===== config.mk =====
export PLATFORM = sky130hd
export DESIGN_NAME = flv_aac_to_adts_framer_core
export DESIGN_NICKNAME = d
export VERILOG_FILES = /design/src/rtl/fatf_pkg.sv /design/src/rtl/fatf_front.sv /design/src/rtl/fatf_queue.sv /design/src/rtl/fatf_back.sv /design/src/rtl/flv_aac_to_adts_framer_core.sv
export SDC_FILE = /design/constraint.sdc
export NUM_CORES = 1
export LEC_CHECK = 0
export BUFFER_PORTS_ARGS = -buffer_cell sky130_fd_sc_hd__buf_2
export CAP_MARGIN = 20
export CORE_ASPECT_RATIO = 1.75
export CORE_UTILIZATION = 35
export DETAILED_ROUTE_END_ITERATION = 10
export PLACE_DENSITY_LB_ADDON = 0.2
export SLEW_MARGIN = 20
export SYNTH_ARGS = -nofsm -noshare
export SYNTH_HDL_FRONTEND = slang
export SYNTH_SLANG_ARGS = --single-unit

===== constraint.sdc =====
create_clock -name clk -period 8.4 [get_ports clk]
set_clock_uncertainty 0.2 [all_clocks]
set_input_delay 1.26 -clock clk [delete_from_list [all_inputs] [get_ports clk]]
set_output_delay 1.26 -clock clk [all_outputs]
set_load 0.03 [all_outputs]

===== src/rtl/fatf_pkg.sv =====
`timescale 1ns / 1ps
// ============================================================================
// fatf_pkg
// Shared types, codes and constants of the FLV AAC to ADTS framer.
// ============================================================================
`default_nettype none

package fatf_pkg;

    // Input and output field widths
    localparam int BYTE_W   = 8;
    localparam int TLEN_W   = 14;
    localparam int FLEN_W   = TLEN_W + 1;
    localparam int CNT_W    = 32;
    localparam int RATE_W   = 17;
    localparam int IDX_W    = 4;

    // Position within a tag saturates here
    localparam logic [TLEN_W-1:0] POS_MAX = '1;

    // Longest ADTS frame that may be emitted, and timestamp step per frame
    localparam logic [FLEN_W-1:0] MAX_FRAME_BYTES = 15'd8191;
    localparam logic [CNT_W-1:0]  TIME_STEP       = 32'd23;

    // ADTS frame length is the tag length minus 2 plus 7
    localparam logic [FLEN_W-1:0] FLEN_ADJUST = 15'd5;

    // Fixed ADTS header bytes
    localparam logic [7:0] ADTS_SYNC0 = 8'hFF;
    localparam logic [7:0] ADTS_SYNC1 = 8'hF1;
    localparam logic [7:0] ADTS_TAIL  = 8'hFC;
    localparam logic [4:0] ADTS_FULLNESS_HI = 5'h1F;
    localparam logic [2:0] HDR_LAST_STEP = 3'd6;

    // Configuration register indexes
    localparam logic [1:0] REG_PROFILE  = 2'd0;
    localparam logic [1:0] REG_RATE     = 2'd1;
    localparam logic [1:0] REG_CHANNELS = 2'd2;

    localparam logic [1:0]        PROFILE_RESET  = 2'd1;
    localparam logic [RATE_W-1:0] RATE_RESET     = 17'd44100;
    localparam logic [2:0]        CHANNELS_RESET = 3'd2;

    // Command kinds passed from front to back
    localparam logic [1:0] CMD_PAYLOAD  = 2'd0;
    localparam logic [1:0] CMD_HEADER   = 2'd1;
    localparam logic [1:0] CMD_TOO_LONG = 2'd2;

    // Command queue depth
    localparam int Q_DEPTH = 4;
    localparam int Q_AW    = $clog2(Q_DEPTH);

    // Sample rate to ADTS frequency index
    localparam int NUM_RATES = 13;
    localparam logic [IDX_W-1:0] DEFAULT_RATE_IDX = 4'd5;
    localparam logic [RATE_W-1:0] RATE_TABLE [NUM_RATES] = '{
        17'd96000, 17'd88200, 17'd64000, 17'd48000, 17'd44100, 17'd32000,
        17'd24000, 17'd22050, 17'd16000, 17'd12000, 17'd11025, 17'd8000,
        17'd7350
    };

    typedef struct packed {
        logic [1:0]       kind;
        logic [7:0]       data;
        logic             last;
        logic [7:0]       hdr2;
        logic [7:0]       hdr3;
        logic [7:0]       hdr4;
        logic [7:0]       hdr5;
        logic [CNT_W-1:0] num;
        logic [CNT_W-1:0] tim;
    } cmd_t;

    function automatic logic [IDX_W-1:0] rate_index(input logic [RATE_W-1:0] hz);
        logic [IDX_W-1:0] idx;
        idx = DEFAULT_RATE_IDX;
        // scan downward so the lowest matching index wins
        for (int i = NUM_RATES - 1; i >= 0; i--)
        begin
            if (RATE_TABLE[i] == hz)
            begin
                idx = IDX_W'(i);
            end
        end
        return idx;
    endfunction

endpackage

`default_nettype wire


===== src/rtl/fatf_front.sv =====
`timescale 1ns / 1ps
// ============================================================================
// fatf_front
// Accepts tag bytes, tracks tag position and frame counters, and queues one
// command per byte that produces output (header, payload or length error).
// ============================================================================
`default_nettype none

module fatf_front
#(
    parameter logic [fatf_pkg::FLEN_W-1:0] MAX_FRAME_BYTES = fatf_pkg::MAX_FRAME_BYTES,
    parameter logic [fatf_pkg::CNT_W-1:0]  TIME_STEP       = fatf_pkg::TIME_STEP
)
(
    input  wire                              clk,
    input  wire                              rst_n,
    input  wire                              cfg_we,
    input  wire [1:0]                        cfg_index,
    input  wire [fatf_pkg::RATE_W-1:0]       cfg_data,
    input  wire                              in_valid,
    output logic                             in_ready,
    input  wire [fatf_pkg::BYTE_W-1:0]       in_byte,
    input  wire [fatf_pkg::TLEN_W-1:0]       in_length,
    input  wire                              in_last,
    input  wire                              q_full,
    output logic                             push,
    output fatf_pkg::cmd_t                   push_cmd
);

    logic [fatf_pkg::TLEN_W-1:0] pos_reg, pos_next;
    logic                        drop_reg, drop_next;
    logic [fatf_pkg::CNT_W-1:0]  fc_reg, fc_next;
    logic [fatf_pkg::CNT_W-1:0]  tc_reg, tc_next;
    logic [1:0]                  profile_reg;
    logic [fatf_pkg::RATE_W-1:0] rate_reg;
    logic [2:0]                  chan_reg;

    logic                        accept;
    logic [fatf_pkg::FLEN_W-1:0] flen;
    logic [fatf_pkg::IDX_W-1:0]  rate_idx;

    assign in_ready = !q_full;
    assign accept   = in_valid && in_ready;
    assign flen     = {1'b0, in_length} + fatf_pkg::FLEN_ADJUST;
    assign rate_idx = fatf_pkg::rate_index(rate_reg);

    always_comb
    begin
        pos_next  = pos_reg;
        drop_next = drop_reg;
        fc_next   = fc_reg;
        tc_next   = tc_reg;
        push      = 1'b0;

        push_cmd.kind = fatf_pkg::CMD_PAYLOAD;
        push_cmd.data = in_byte;
        push_cmd.last = in_last;
        push_cmd.hdr2 = {profile_reg, rate_idx, 1'b0, chan_reg[2]};
        push_cmd.hdr3 = {chan_reg[1:0], 4'b0000, flen[12:11]};
        push_cmd.hdr4 = flen[10:3];
        push_cmd.hdr5 = {flen[2:0], fatf_pkg::ADTS_FULLNESS_HI};
        push_cmd.num  = fc_reg - 32'd1;
        push_cmd.tim  = tc_reg - TIME_STEP;

        if (accept)
        begin
            if (pos_reg == 14'd1)
            begin
                push_cmd.num = fc_reg;
                push_cmd.tim = tc_reg;
                priority if (in_byte == 8'd0)
                begin
                    // sequence header: drop the whole tag
                    drop_next = 1'b1;
                end
                else if (flen > MAX_FRAME_BYTES)
                begin
                    push          = 1'b1;
                    push_cmd.kind = fatf_pkg::CMD_TOO_LONG;
                    drop_next     = 1'b1;
                end
                else
                begin
                    push          = 1'b1;
                    push_cmd.kind = fatf_pkg::CMD_HEADER;
                    fc_next       = fc_reg + 32'd1;
                    tc_next       = tc_reg + TIME_STEP;
                end
            end
            else if (pos_reg >= 14'd2 && !drop_reg)
            begin
                push = 1'b1;
            end

            if (in_last)
            begin
                pos_next  = '0;
                drop_next = 1'b0;
            end
            else if (pos_reg != fatf_pkg::POS_MAX)
            begin
                pos_next = pos_reg + 14'd1;
            end
        end
    end

    always_ff @(posedge clk or negedge rst_n)
    begin
        if (!rst_n)
        begin
            pos_reg  <= '0;
            drop_reg <= 1'b0;
            fc_reg   <= '0;
            tc_reg   <= '0;
        end
        else
        begin
            pos_reg  <= pos_next;
            drop_reg <= drop_next;
            fc_reg   <= fc_next;
            tc_reg   <= tc_next;
        end
    end

    always_ff @(posedge clk or negedge rst_n)
    begin
        if (!rst_n)
        begin
            profile_reg <= fatf_pkg::PROFILE_RESET;
            rate_reg    <= fatf_pkg::RATE_RESET;
            chan_reg    <= fatf_pkg::CHANNELS_RESET;
        end
        else if (cfg_we)
        begin
            if (cfg_index == fatf_pkg::REG_PROFILE)
            begin
                profile_reg <= cfg_data[1:0];
            end
            if (cfg_index == fatf_pkg::REG_RATE)
            begin
                rate_reg <= cfg_data;
            end
            if (cfg_index == fatf_pkg::REG_CHANNELS)
            begin
                chan_reg <= cfg_data[2:0];
            end
        end
    end

endmodule

`default_nettype wire


===== src/rtl/fatf_queue.sv =====
`timescale 1ns / 1ps
// ============================================================================
// fatf_queue
// Small command FIFO between the front and back parts of the framer.
// ============================================================================
`default_nettype none

module fatf_queue
(
    input  wire             clk,
    input  wire             rst_n,
    input  wire             push,
    input  fatf_pkg::cmd_t  push_cmd,
    input  wire             pop,
    output fatf_pkg::cmd_t  head,
    output logic            full,
    output logic            empty
);

    fatf_pkg::cmd_t             entry_reg [fatf_pkg::Q_DEPTH];
    logic [fatf_pkg::Q_AW-1:0]  wptr_reg, wptr_next;
    logic [fatf_pkg::Q_AW-1:0]  rptr_reg, rptr_next;
    logic [fatf_pkg::Q_AW:0]    count_reg, count_next;
    logic                       do_push;
    logic                       do_pop;

    assign full    = count_reg == (fatf_pkg::Q_AW + 1)'(fatf_pkg::Q_DEPTH);
    assign empty   = count_reg == '0;
    assign head    = entry_reg[rptr_reg];
    assign do_push = push && !full;
    assign do_pop  = pop && !empty;

    always_comb
    begin
        wptr_next  = do_push ? wptr_reg + (fatf_pkg::Q_AW)'(1) : wptr_reg;
        rptr_next  = do_pop ? rptr_reg + (fatf_pkg::Q_AW)'(1) : rptr_reg;
        count_next = count_reg;
        if (do_push && !do_pop)
        begin
            count_next = count_reg + (fatf_pkg::Q_AW + 1)'(1);
        end
        else if (do_pop && !do_push)
        begin
            count_next = count_reg - (fatf_pkg::Q_AW + 1)'(1);
        end
    end

    always_ff @(posedge clk or negedge rst_n)
    begin
        if (!rst_n)
        begin
            wptr_reg  <= '0;
            rptr_reg  <= '0;
            count_reg <= '0;
        end
        else
        begin
            wptr_reg  <= wptr_next;
            rptr_reg  <= rptr_next;
            count_reg <= count_next;
        end
    end

    always_ff @(posedge clk)
    begin
        if (do_push)
        begin
            entry_reg[wptr_reg] <= push_cmd;
        end
    end

endmodule

`default_nettype wire


===== src/rtl/fatf_back.sv =====
`timescale 1ns / 1ps
// ============================================================================
// fatf_back
// Expands queued commands into output words: seven header bytes, one
// payload byte or one error word, through a registered output stage.
// ============================================================================
`default_nettype none

module fatf_back
(
    input  wire                          clk,
    input  wire                          rst_n,
    input  wire                          q_empty,
    input  fatf_pkg::cmd_t               q_head,
    output logic                         pop,
    output logic                         out_valid,
    input  wire                          out_ready,
    output logic [fatf_pkg::BYTE_W-1:0]  out_byte,
    output logic                         out_start,
    output logic                         out_end,
    output logic [fatf_pkg::CNT_W-1:0]   out_num,
    output logic [fatf_pkg::CNT_W-1:0]   out_tim,
    output logic                         out_too_long,
    output logic                         out_run_last
);

    logic                        valid_reg, valid_next;
    logic [2:0]                  step_reg, step_next;
    logic [fatf_pkg::BYTE_W-1:0] byte_reg, byte_next;
    logic                        start_reg, start_next;
    logic                        end_reg, end_next;
    logic [fatf_pkg::CNT_W-1:0]  num_reg;
    logic [fatf_pkg::CNT_W-1:0]  tim_reg;
    logic                        too_long_reg, too_long_next;
    logic                        run_last_reg, run_last_next;

    logic                        load;
    logic                        take;
    logic                        last_word;
    logic [7:0]                  hdr_byte;

    assign load = !valid_reg || out_ready;
    assign take = load && !q_empty;

    always_comb
    begin
        unique case (step_reg)
            3'd0:    hdr_byte = fatf_pkg::ADTS_SYNC0;
            3'd1:    hdr_byte = fatf_pkg::ADTS_SYNC1;
            3'd2:    hdr_byte = q_head.hdr2;
            3'd3:    hdr_byte = q_head.hdr3;
            3'd4:    hdr_byte = q_head.hdr4;
            3'd5:    hdr_byte = q_head.hdr5;
            default: hdr_byte = fatf_pkg::ADTS_TAIL;
        endcase
    end

    always_comb
    begin
        last_word     = 1'b1;
        byte_next     = q_head.data;
        start_next    = 1'b0;
        end_next      = q_head.last;
        too_long_next = 1'b0;
        unique case (q_head.kind)
            fatf_pkg::CMD_HEADER:
            begin
                last_word  = step_reg == fatf_pkg::HDR_LAST_STEP;
                byte_next  = hdr_byte;
                start_next = step_reg == 3'd0;
                end_next   = last_word && q_head.last;
            end
            fatf_pkg::CMD_TOO_LONG:
            begin
                byte_next     = '0;
                end_next      = 1'b0;
                too_long_next = 1'b1;
            end
            default:
            begin
                byte_next = q_head.data;
            end
        endcase
        run_last_next = last_word;

        // hold the header step until the command's final word leaves
        pop        = take && last_word;
        step_next  = step_reg;
        valid_next = valid_reg;
        if (take)
        begin
            valid_next = 1'b1;
            step_next  = last_word ? 3'd0 : step_reg + 3'd1;
        end
        else if (load)
        begin
            valid_next = 1'b0;
        end
    end

    always_ff @(posedge clk or negedge rst_n)
    begin
        if (!rst_n)
        begin
            valid_reg <= 1'b0;
            step_reg  <= '0;
        end
        else
        begin
            valid_reg <= valid_next;
            step_reg  <= step_next;
        end
    end

    always_ff @(posedge clk)
    begin
        if (take)
        begin
            byte_reg     <= byte_next;
            start_reg    <= start_next;
            end_reg      <= end_next;
            num_reg      <= q_head.num;
            tim_reg      <= q_head.tim;
            too_long_reg <= too_long_next;
            run_last_reg <= run_last_next;
        end
    end

    assign out_valid    = valid_reg;
    assign out_byte     = byte_reg;
    assign out_start    = start_reg;
    assign out_end      = end_reg;
    assign out_num      = num_reg;
    assign out_tim      = tim_reg;
    assign out_too_long = too_long_reg;
    assign out_run_last = run_last_reg;

endmodule

`default_nettype wire


===== src/rtl/flv_aac_to_adts_framer_core.sv =====
`timescale 1ns / 1ps
// ============================================================================
// flv_aac_to_adts_framer_core
// Turns FLV AAC audio tag bodies into ADTS frames: drops the tag header and
// sequence headers, inserts a 7-byte ADTS header and passes the payload.
// ============================================================================
//
//  Channel   Dir  Word contents
//  s_axis    in   tag byte, tag length; tlast on the final tag byte
//  m_axis    out  ADTS byte, frame number, frame time; tlast = frame end
//  cfg       in   write-only register port: profile, sample rate, channels
//
//  One input byte is taken per cycle while the four-entry command queue has
//  room; a queued payload byte leaves through the registered output stage.
//  A frame header expands into seven output words through the one-word output
//  stage; the queue absorbs that while the sink keeps taking words.
//  Output backpressure stalls only the back part until the queue fills.
//  Reset clears position, drop flag, frame counters and queue; no clearing pass.
// ============================================================================
`default_nettype none

module flv_aac_to_adts_framer_core
#(
    parameter logic [fatf_pkg::FLEN_W-1:0] MAX_FRAME_BYTES = fatf_pkg::MAX_FRAME_BYTES,
    parameter logic [fatf_pkg::CNT_W-1:0]  TIME_STEP       = fatf_pkg::TIME_STEP
)
(
    input  wire         clk,
    input  wire         rst_n,

    input  wire         s_axis_tvalid,
    output logic        s_axis_tready,
    input  wire [23:0]  s_axis_tdata,   // [7:0] tag_byte, [21:8] tag_length, [23:22] zero
    input  wire         s_axis_tlast,   // tag_last

    output logic        m_axis_tvalid,
    input  wire         m_axis_tready,
    output logic [71:0] m_axis_tdata,   // [7:0] out_byte, [39:8] frame_number,
                                        // [71:40] frame_time
    output logic        m_axis_tlast,   // frame_end
    output logic [2:0]  m_axis_tuser,   // [0] frame_start, [1] too_long, [2] run_last

    input  wire         cfg_we,
    input  wire [1:0]   cfg_index,
    input  wire [16:0]  cfg_data
);

    logic            q_push;
    fatf_pkg::cmd_t  q_push_cmd;
    logic            q_pop;
    fatf_pkg::cmd_t  q_head;
    logic            q_full;
    logic            q_empty;

    logic [7:0]      o_byte;
    logic [31:0]     o_num;
    logic [31:0]     o_tim;
    logic            o_start;
    logic            o_too_long;
    logic            o_run_last;

    fatf_front
    #(
        .MAX_FRAME_BYTES (MAX_FRAME_BYTES),
        .TIME_STEP       (TIME_STEP)
    )
    u_front
    (
        .clk       (clk),
        .rst_n     (rst_n),
        .cfg_we    (cfg_we),
        .cfg_index (cfg_index),
        .cfg_data  (cfg_data),
        .in_valid  (s_axis_tvalid),
        .in_ready  (s_axis_tready),
        .in_byte   (s_axis_tdata[7:0]),
        .in_length (s_axis_tdata[21:8]),
        .in_last   (s_axis_tlast),
        .q_full    (q_full),
        .push      (q_push),
        .push_cmd  (q_push_cmd)
    );

    fatf_queue u_queue
    (
        .clk      (clk),
        .rst_n    (rst_n),
        .push     (q_push),
        .push_cmd (q_push_cmd),
        .pop      (q_pop),
        .head     (q_head),
        .full     (q_full),
        .empty    (q_empty)
    );

    fatf_back u_back
    (
        .clk          (clk),
        .rst_n        (rst_n),
        .q_empty      (q_empty),
        .q_head       (q_head),
        .pop          (q_pop),
        .out_valid    (m_axis_tvalid),
        .out_ready    (m_axis_tready),
        .out_byte     (o_byte),
        .out_start    (o_start),
        .out_end      (m_axis_tlast),
        .out_num      (o_num),
        .out_tim      (o_tim),
        .out_too_long (o_too_long),
        .out_run_last (o_run_last)
    );

    assign m_axis_tdata = {o_tim, o_num, o_byte};
    assign m_axis_tuser = {o_run_last, o_too_long, o_start};

endmodule

`default_nettype wire


==> impl_metrics.ini, run 1 <==
[outcome]
status = finished clean

[timing]
hold_violations = 0
slew_headroom = 0.268
rsz0062_at_grt = false
drv_slew = 0
period_needed_ns = 4.33
finalCritPeriodShare = 0.515
setup_viol = 0
tns_ns = 0
worstMarginPinSlew_ns = 1.09
fin_ws_ns = 4.07
fmax_mhz = 231

[cts]
cts.path.max_buffers = 3
insertion_delay_ns = 0.61
post_cts_resized = 0
clkTransAtPathRegs_ns = 0.06
cts_tree = yes
cts_root_buf = clkbuf_16
clock-sinks = 576
cts_made_buffers = 54
htree_levels = 2
cts_hold_buf = 0
cts_setup_buffers = 0

[critical_path]
crit_type = reg -> reg
worstRegToRegCells = 7
end_kind = register
cp-start-kind = register
r2r-end = u_queue.entry_reg[2][8]
timing.rr.start = u_front.pos_reg[6]
critical_path_peak_fanout = 64
ff2ff_setup_slack_ns = 4.07
crit_arrival_ns = 4.35
cp.required_ns = 8.42

[floorplan]
rows = 128
die_area_mm2 = 0.0711
coreArea_mm2 = 0.0695
start_util = 0.353
dieHeight_um = 352
boundaryPins = 127
die_w_um = 202

[run]
cap_violations = 0

[logic_synthesis]
async_flop_share = 0.194
synth-seq-area-share = 0.683
synthFlopType = edfxtp_1
yosysWarningCount = 0
synth_edf_count = 464
avgSynthCellArea_um2 = 16.2
syn_area_mm2 = 0.0245
yosys_register_bits = 576
syn_nets = 1588
synthDistinctLibCells = 83
synth_cells = 1517

[placed_design]
dp.cells = 2487
pre_cts_slack_ns = 3.73
hpwlAfterDp_um = 34200
port_buffers = 124
gp_congestion = 0.838

[power]
vdd_drop_max_mv = 0.165
powerDensity_mw_per_mm2 = 341
leakage_nw = 10.0

[final_layout]
fin_cells = 2590
fin_nets = 1705
largest_register_ffs = 388
seq_area_mm2 = 0.0168
syn_to_final_growth_pct = 14.1
layout-drive-gt1-share = 0.238
fillers = 6519
multi_input_area_mm2 = 0.00730

[global_routing]
grt_start_max_net_pins = 67
antenna_found_initial = 5
grt_pass1_wl_um = 82900
grt_pass1_vias = 14200
grt_remaining_overflow = 0
gr-usage-all-layers = 0.152

[hold_path]
hold_class = reg -> reg
hp-start = u_front.tc_reg[31]
whs_path_depth = 1
hold_end = u_front.tc_reg[31]

[routing]
drtAntennaViolNets = 0
wl_per_cell_um = 20.6
routed_via_density = 5.18
num_vias = 13400
firstDrtPassIters = 5
drt-total-wl_um = 53400
drt_iter0_drc = 705
remaining_drc_errors = 0
==> report_power, final <==
| group | internal (mW) | total (mW) | switching, mW |
|---|---|---|---|
| combinational | 0.950 | 2.65 | 1.70 |
| clock | 1.53 | 2.59 | 1.06 |
| sequential | 3.97 | 4.30 | 0.324 |
==> critical path, stage by stage, from the launching register on <==
cell and delay [ns]:
dfrtp_1 0.43, nor4_1 0.49, nand4_1 0.53, nor2_1 0.23, a21oi_1 0.06, nor2_1 0.39, and2_4 0.62, buf_4 0.91
==> final cells by class <==
class,count,area share
Inverter,30,0.00403
Clock inverter,18,0.00823
Clock buffer,83,0.0600
Tap cell,910,0.0407
Antenna cell,1,0.0000895
Multi-Input combinational cell,834,0.261
Timing Repair Buffer,138,0.0269
Sequential cell,576,0.599
==> cell usage in the layout (no fill, tap or decap), drive strengths merged, types with 7 or more instances in the layout <==
| cell | n |
|---|---|
| edfxtp | 464 |
| buf | 138 |
| dfrtp | 104 |
| mux4 | 91 |
| nand2 | 87 |
| clkbuf | 83 |
| xnor2 | 78 |
| xor2 | 69 |
| nor2 | 64 |
| nor3 | 50 |
| nand3 | 49 |
| nor4 | 46 |
| nand4 | 45 |
| o21ai | 32 |
| inv | 31 |
| mux2 | 29 |
| ha | 21 |
| and3 | 19 |
| a21oi | 14 |
| or3 | 12 |
| mux2i | 11 |
| nor3b | 9 |
| nand3b | 8 |
| dfstp | 8 |
| clkinv | 8 |
| and2 | 7 |
==> cell families (layout without fill, tap and decap cells) <==
group | count (synthesis) | after routing | synth area share
flip-flops | 576 | 576 | 0.683
AND/OR/NAND/NOR | 444 | 444 | 0.105
XOR/XNOR | 147 | 147 | 0.0525
multiplexers | 131 | 131 | 0.101
buffers and inverters | 107 | 269 | 0.0203
AO/OA/AOI/OAI | 90 | 90 | 0.0259
adder cells (fa/ha/maj) | 22 | 22 | 0.0115
other | 0 | 1 | 0
==> synthesized netlist by cell type, drive strengths merged (7+ instances only) <==
library cell,instances,share of area
a21oi,14,0.0033
and2,7,0.0018
mux4,91,0.084
mux2,29,0.013
and3,19,0.0048
o21ai,32,0.0065
nor2,64,0.0098
inv,30,0.0046
mux2i,11,0.0045
nand2,87,0.013
nand4,45,0.012
xnor2,78,0.028
ha,21,0.011
nor3,50,0.012
nand3,49,0.010
clkbuf,33,0.0051
buf,44,0.011
dfrtp,104,0.11
xor2,69,0.025
or3,12,0.0031
nand3b,8,0.0025
nor4,46,0.015
dfstp,8,0.0086
nor3b,9,0.0034
edfxtp,464,0.57
==> worst max-delay path by stage <==
| stage | from | end | slack, ns | depth (start not counted) |
|---|---|---|---|---|
| 2_1_floorplan | m_axis_tready | u_queue.count_reg[1] | 1.23 | 7 |
| 3_3_place_gp | s_axis_tdata[0] | u_queue.entry_reg[1][18] | 3.74 | 8 |
| 3_5_place_dp | s_axis_tdata[0] | u_queue.entry_reg[2][10] | 3.73 | 8 |
| 4_1_cts | u_front.pos_reg[6] | u_queue.entry_reg[2][65] | 3.93 | 7 |
| 5_1_grt | u_front.pos_reg[6] | u_queue.entry_reg[1][51] | 3.80 | 7 |
| 6_report | u_front.pos_reg[6] | u_queue.entry_reg[2][8] | 4.07 | 7 |
==> metrics by stage <==
stage | hold WS (ns) | area (µm²) | power (mW) | utilization
finish | 0.295 | 28000 | 9.54 | 0.402
global route | 0.310 | 28000 | 10.0 | 0.402
CTS | 0.300 | 27900 | 9.73 | 0.402
detailed placement | 0.287 | 26000 | 7.11 | 0.374
global placement | 0.274 | 26000 | 7.04 | 0.374
floorplan | 0.255 | 24500 | 6.21 | -
==> metal layers <==
metal  GRT usage  part of all wire  vias to the layer above
li1            -                 -                     6114
met5           0           0.00092                        -
met4      0.0450             0.022                        6
met1       0.171              0.38                     6903
met3      0.0254             0.038                       99
met2       0.290              0.56                      282
No activity file was read; power rests on OpenSTA's default activity.
==> run 2, diff against run 1 <==
- ABC_AREA: unset -> 1
- clock period: 8.4 -> 3.73 ns (I/O delays scaled with it)
==> impl_metrics.ini, run 2 <==
[cts]
cts_made_buffers = 54
cts_tree = yes
cts_root_buf = clkbuf_16
htree_levels = 2
insertion_delay_ns = 0.63
cts.path.max_buffers = 3
cts_setup_buffers = 0
clkTransAtPathRegs_ns = 0.06
clock-sinks = 576

[global_routing]
grt_pass1_vias = 18800
gr-usage-all-layers = 0.187
antenna_found_initial = 1
grt_remaining_overflow = 0
grt_start_max_net_pins = 80
grt_pass1_wl_um = 108000

[timing]
slew_headroom = 0.437
fin_ws_ns = 0.498
drv_slew = 0
worstMarginPinSlew_ns = 0.845
setup_viol = 0
rsz0062_at_grt = false
finalCritPeriodShare = 0.866
fmax_mhz = 309
hold_violations = 0
period_needed_ns = 3.23
tns_ns = 0

[hold_path]
hold_class = in -> reg

[critical_path]
slowest_delay_ns = 0.43
crit_buf_inv = 4
cp_top_family = compound AO/OA/AOI/OAI gates
slowest_stage = dfrtp_4
end_kind = register
crit_top_cell = inv_1
cp_cell_sequence = buf_4, nand2_1, a32oi_1, ha_1, inv_1, a21oi_1, inv_1, nand2_1, ha_1, inv_1, fa_1, a21oi_1, o21ai_0, xnor2_1
cp.required_ns = 4.03
critical_path_peak_fanout = 25
crit_type = reg -> reg
crit_arrival_ns = 3.53
cp-start-kind = register
ff2ff_setup_slack_ns = 0.50

[logic_synthesis]
synth_cells = 2500
synthDistinctLibCells = 48
synth_top_area_cell = edfxtp_1
synthTopCellsByCount = edfxtp_1 (464), nand2_1 (432), nor2_1 (374)
avgSynthCellArea_um2 = 10.4
synthFlopType = edfxtp_1
yosys_register_bits = 576
async_flop_share = 0.194
syn_area_mm2 = 0.0261
synthTopCellsByArea = edfxtp_1 (53%), dfrtp_1 (10%), nand2_1 (6.2%)
synth_edf_count = 464
synth.most_common_cell = edfxtp_1
syn_nets = 2571
yosysWarningCount = 0
synth-seq-area-share = 0.643
synth_top_area_share = 0.535

[placed_design]
hpwlAfterDp_um = 48200
gp_congestion = 0.910
post_dp_cell_area_mm2 = 0.0278
pre_cts_slack_ns = 0.507
port_buffers = 124

[routing]
num_vias = 18400
firstDrtPassIters = 5
drtAntennaViolNets = 0
wl_per_cell_um = 19.5
drt_iter0_drc = 1294
remaining_drc_errors = 0
drt-total-wl_um = 70400
routed_via_density = 5.09

[floorplan]
coreArea_mm2 = 0.0738
dieHeight_um = 363
rows = 132
die_area_mm2 = 0.0756
start_util = 0.353
boundaryPins = 127
die_w_um = 208

[final_layout]
syn_to_final_growth_pct = 14.2
fillers = 7088
layout-drive-gt1-share = 0.105
layout_commonest_cell = edfxtp_1
antennaDiodeCount = 0
fin_area_mm2 = 0.0298
layout_common_cells = edfxtp_1 (464), nand2_1 (432), nor2_1 (370)
final_core_util = 0.403
largest_register_ffs = 388
fin_nets = 2700

[power]
leakage_nw = 11.1
vdd_drop_max_mv = 0.390
p_total_mw = 25.7
powerDensity_mw_per_mm2 = 864

[run]
cap_violations = 0

[outcome]
status = finished clean
==> run 2: cell types whose count changed after synthesis, moves of 27 or more <==
cell      previous run  this run
mux2_2              28         1
o21ai_0             32       230
nor2_1              64       374
o21ai_1              0        54
nand2_1             86       432
inv_1               30       183
nand3_1             47        80
mux4_2              91         0
clkbuf_1            33        82
xnor2_1             78         2
a21oi_1             13        42
xor2_1              69       120
o22ai_1              2        91
==> run 2: path summary, 6_finish.rpt <==
| check | to | startpoint | cells past startpoint |
|---|---|---|---|
| setup / recovery | u_queue.count_reg[2] | u_queue.rptr_reg[0] | 14 |
| hold / removal | u_front.rate_reg[12] | cfg_data[12] | 3 |
| setup reg to reg | u_queue.count_reg[2] | u_queue.rptr_reg[0] | 14 |
| hold reg to reg | u_front.pos_reg[6] | u_front.pos_reg[6] | 1 |
| max in group asynchronous | u_front.fc_reg[8] | rst_n | 3 |
| min in group asynchronous | u_front.tc_reg[16] | rst_n | 2 |
==> run 2: cell families after synthesis <==
family,share of synthesized area
AND/OR/NAND/NOR,0.167
adder cells (fa/ha/maj),0.0109
XOR/XNOR,0.0410
AO/OA/AOI/OAI,0.0906
buffers and inverters,0.0475
multiplexers,0.000432
flip-flops,0.643
==> run 2: through the flow <==
| stage | std cells | hold WS [ns] |
|---|---|---|
| finish | 3609 | 0.0357 |
| global route | 3609 | 0.0224 |
| global placement | 3489 | 0.287 |
| detailed placement | 3489 | 0.298 |
| CTS | 3609 | 0.00858 |
| floorplan | 2500 | 0.0639 |
==> run 2: cell type report <==
cell class	count	area, µm²	area share
Tap cell	938	1170	0.0394
Inverter	192	727	0.0244
Multi-Input combinational cell	1622	8100	0.272
Timing Repair Buffer	183	1250	0.0419
Clock inverter	35	348	0.0117
Clock buffer	63	1410	0.0473
Sequential cell	576	16800	0.563
==> run 2: report_power, final <==
group	total, mW	internal [mW]	switching (mW)
sequential	10.7	9.75	0.978
clock	5.56	3.12	2.44
combinational	9.42	2.48	6.94
total	25.7	15.4	10.4
==> run 2: worst reg2reg max path, cell delays in order, from the launching register on <==
cell     delay (ns)
dfrtp_4        0.43
buf_4          0.30
nand2_1        0.10
a32oi_1        0.26
ha_1           0.18
inv_1          0.08
a21oi_1        0.24
inv_1          0.11
nand2_1        0.14
ha_1           0.16
inv_1          0.07
fa_1           0.39
a21oi_1        0.16
o21ai_0        0.13
xnor2_1        0.15
==> run 2: routing by layer <==
metal	track usage	wire length, µm	up-vias
met5	0	9	-
met4	0.0946	3430	2
met3	0.0240	2260	158
met2	0.350	37100	380
met1	0.205	27600	8942
li1	-	-	8880
==> run 2: what timing repair did <==
| item | in CTS | in global routing |
|---|---|---|
| gates resized for setup | 0 | 0 |
| hold buffers | 22 | 0 |
| hold endpoints to repair | 77 | 0 |
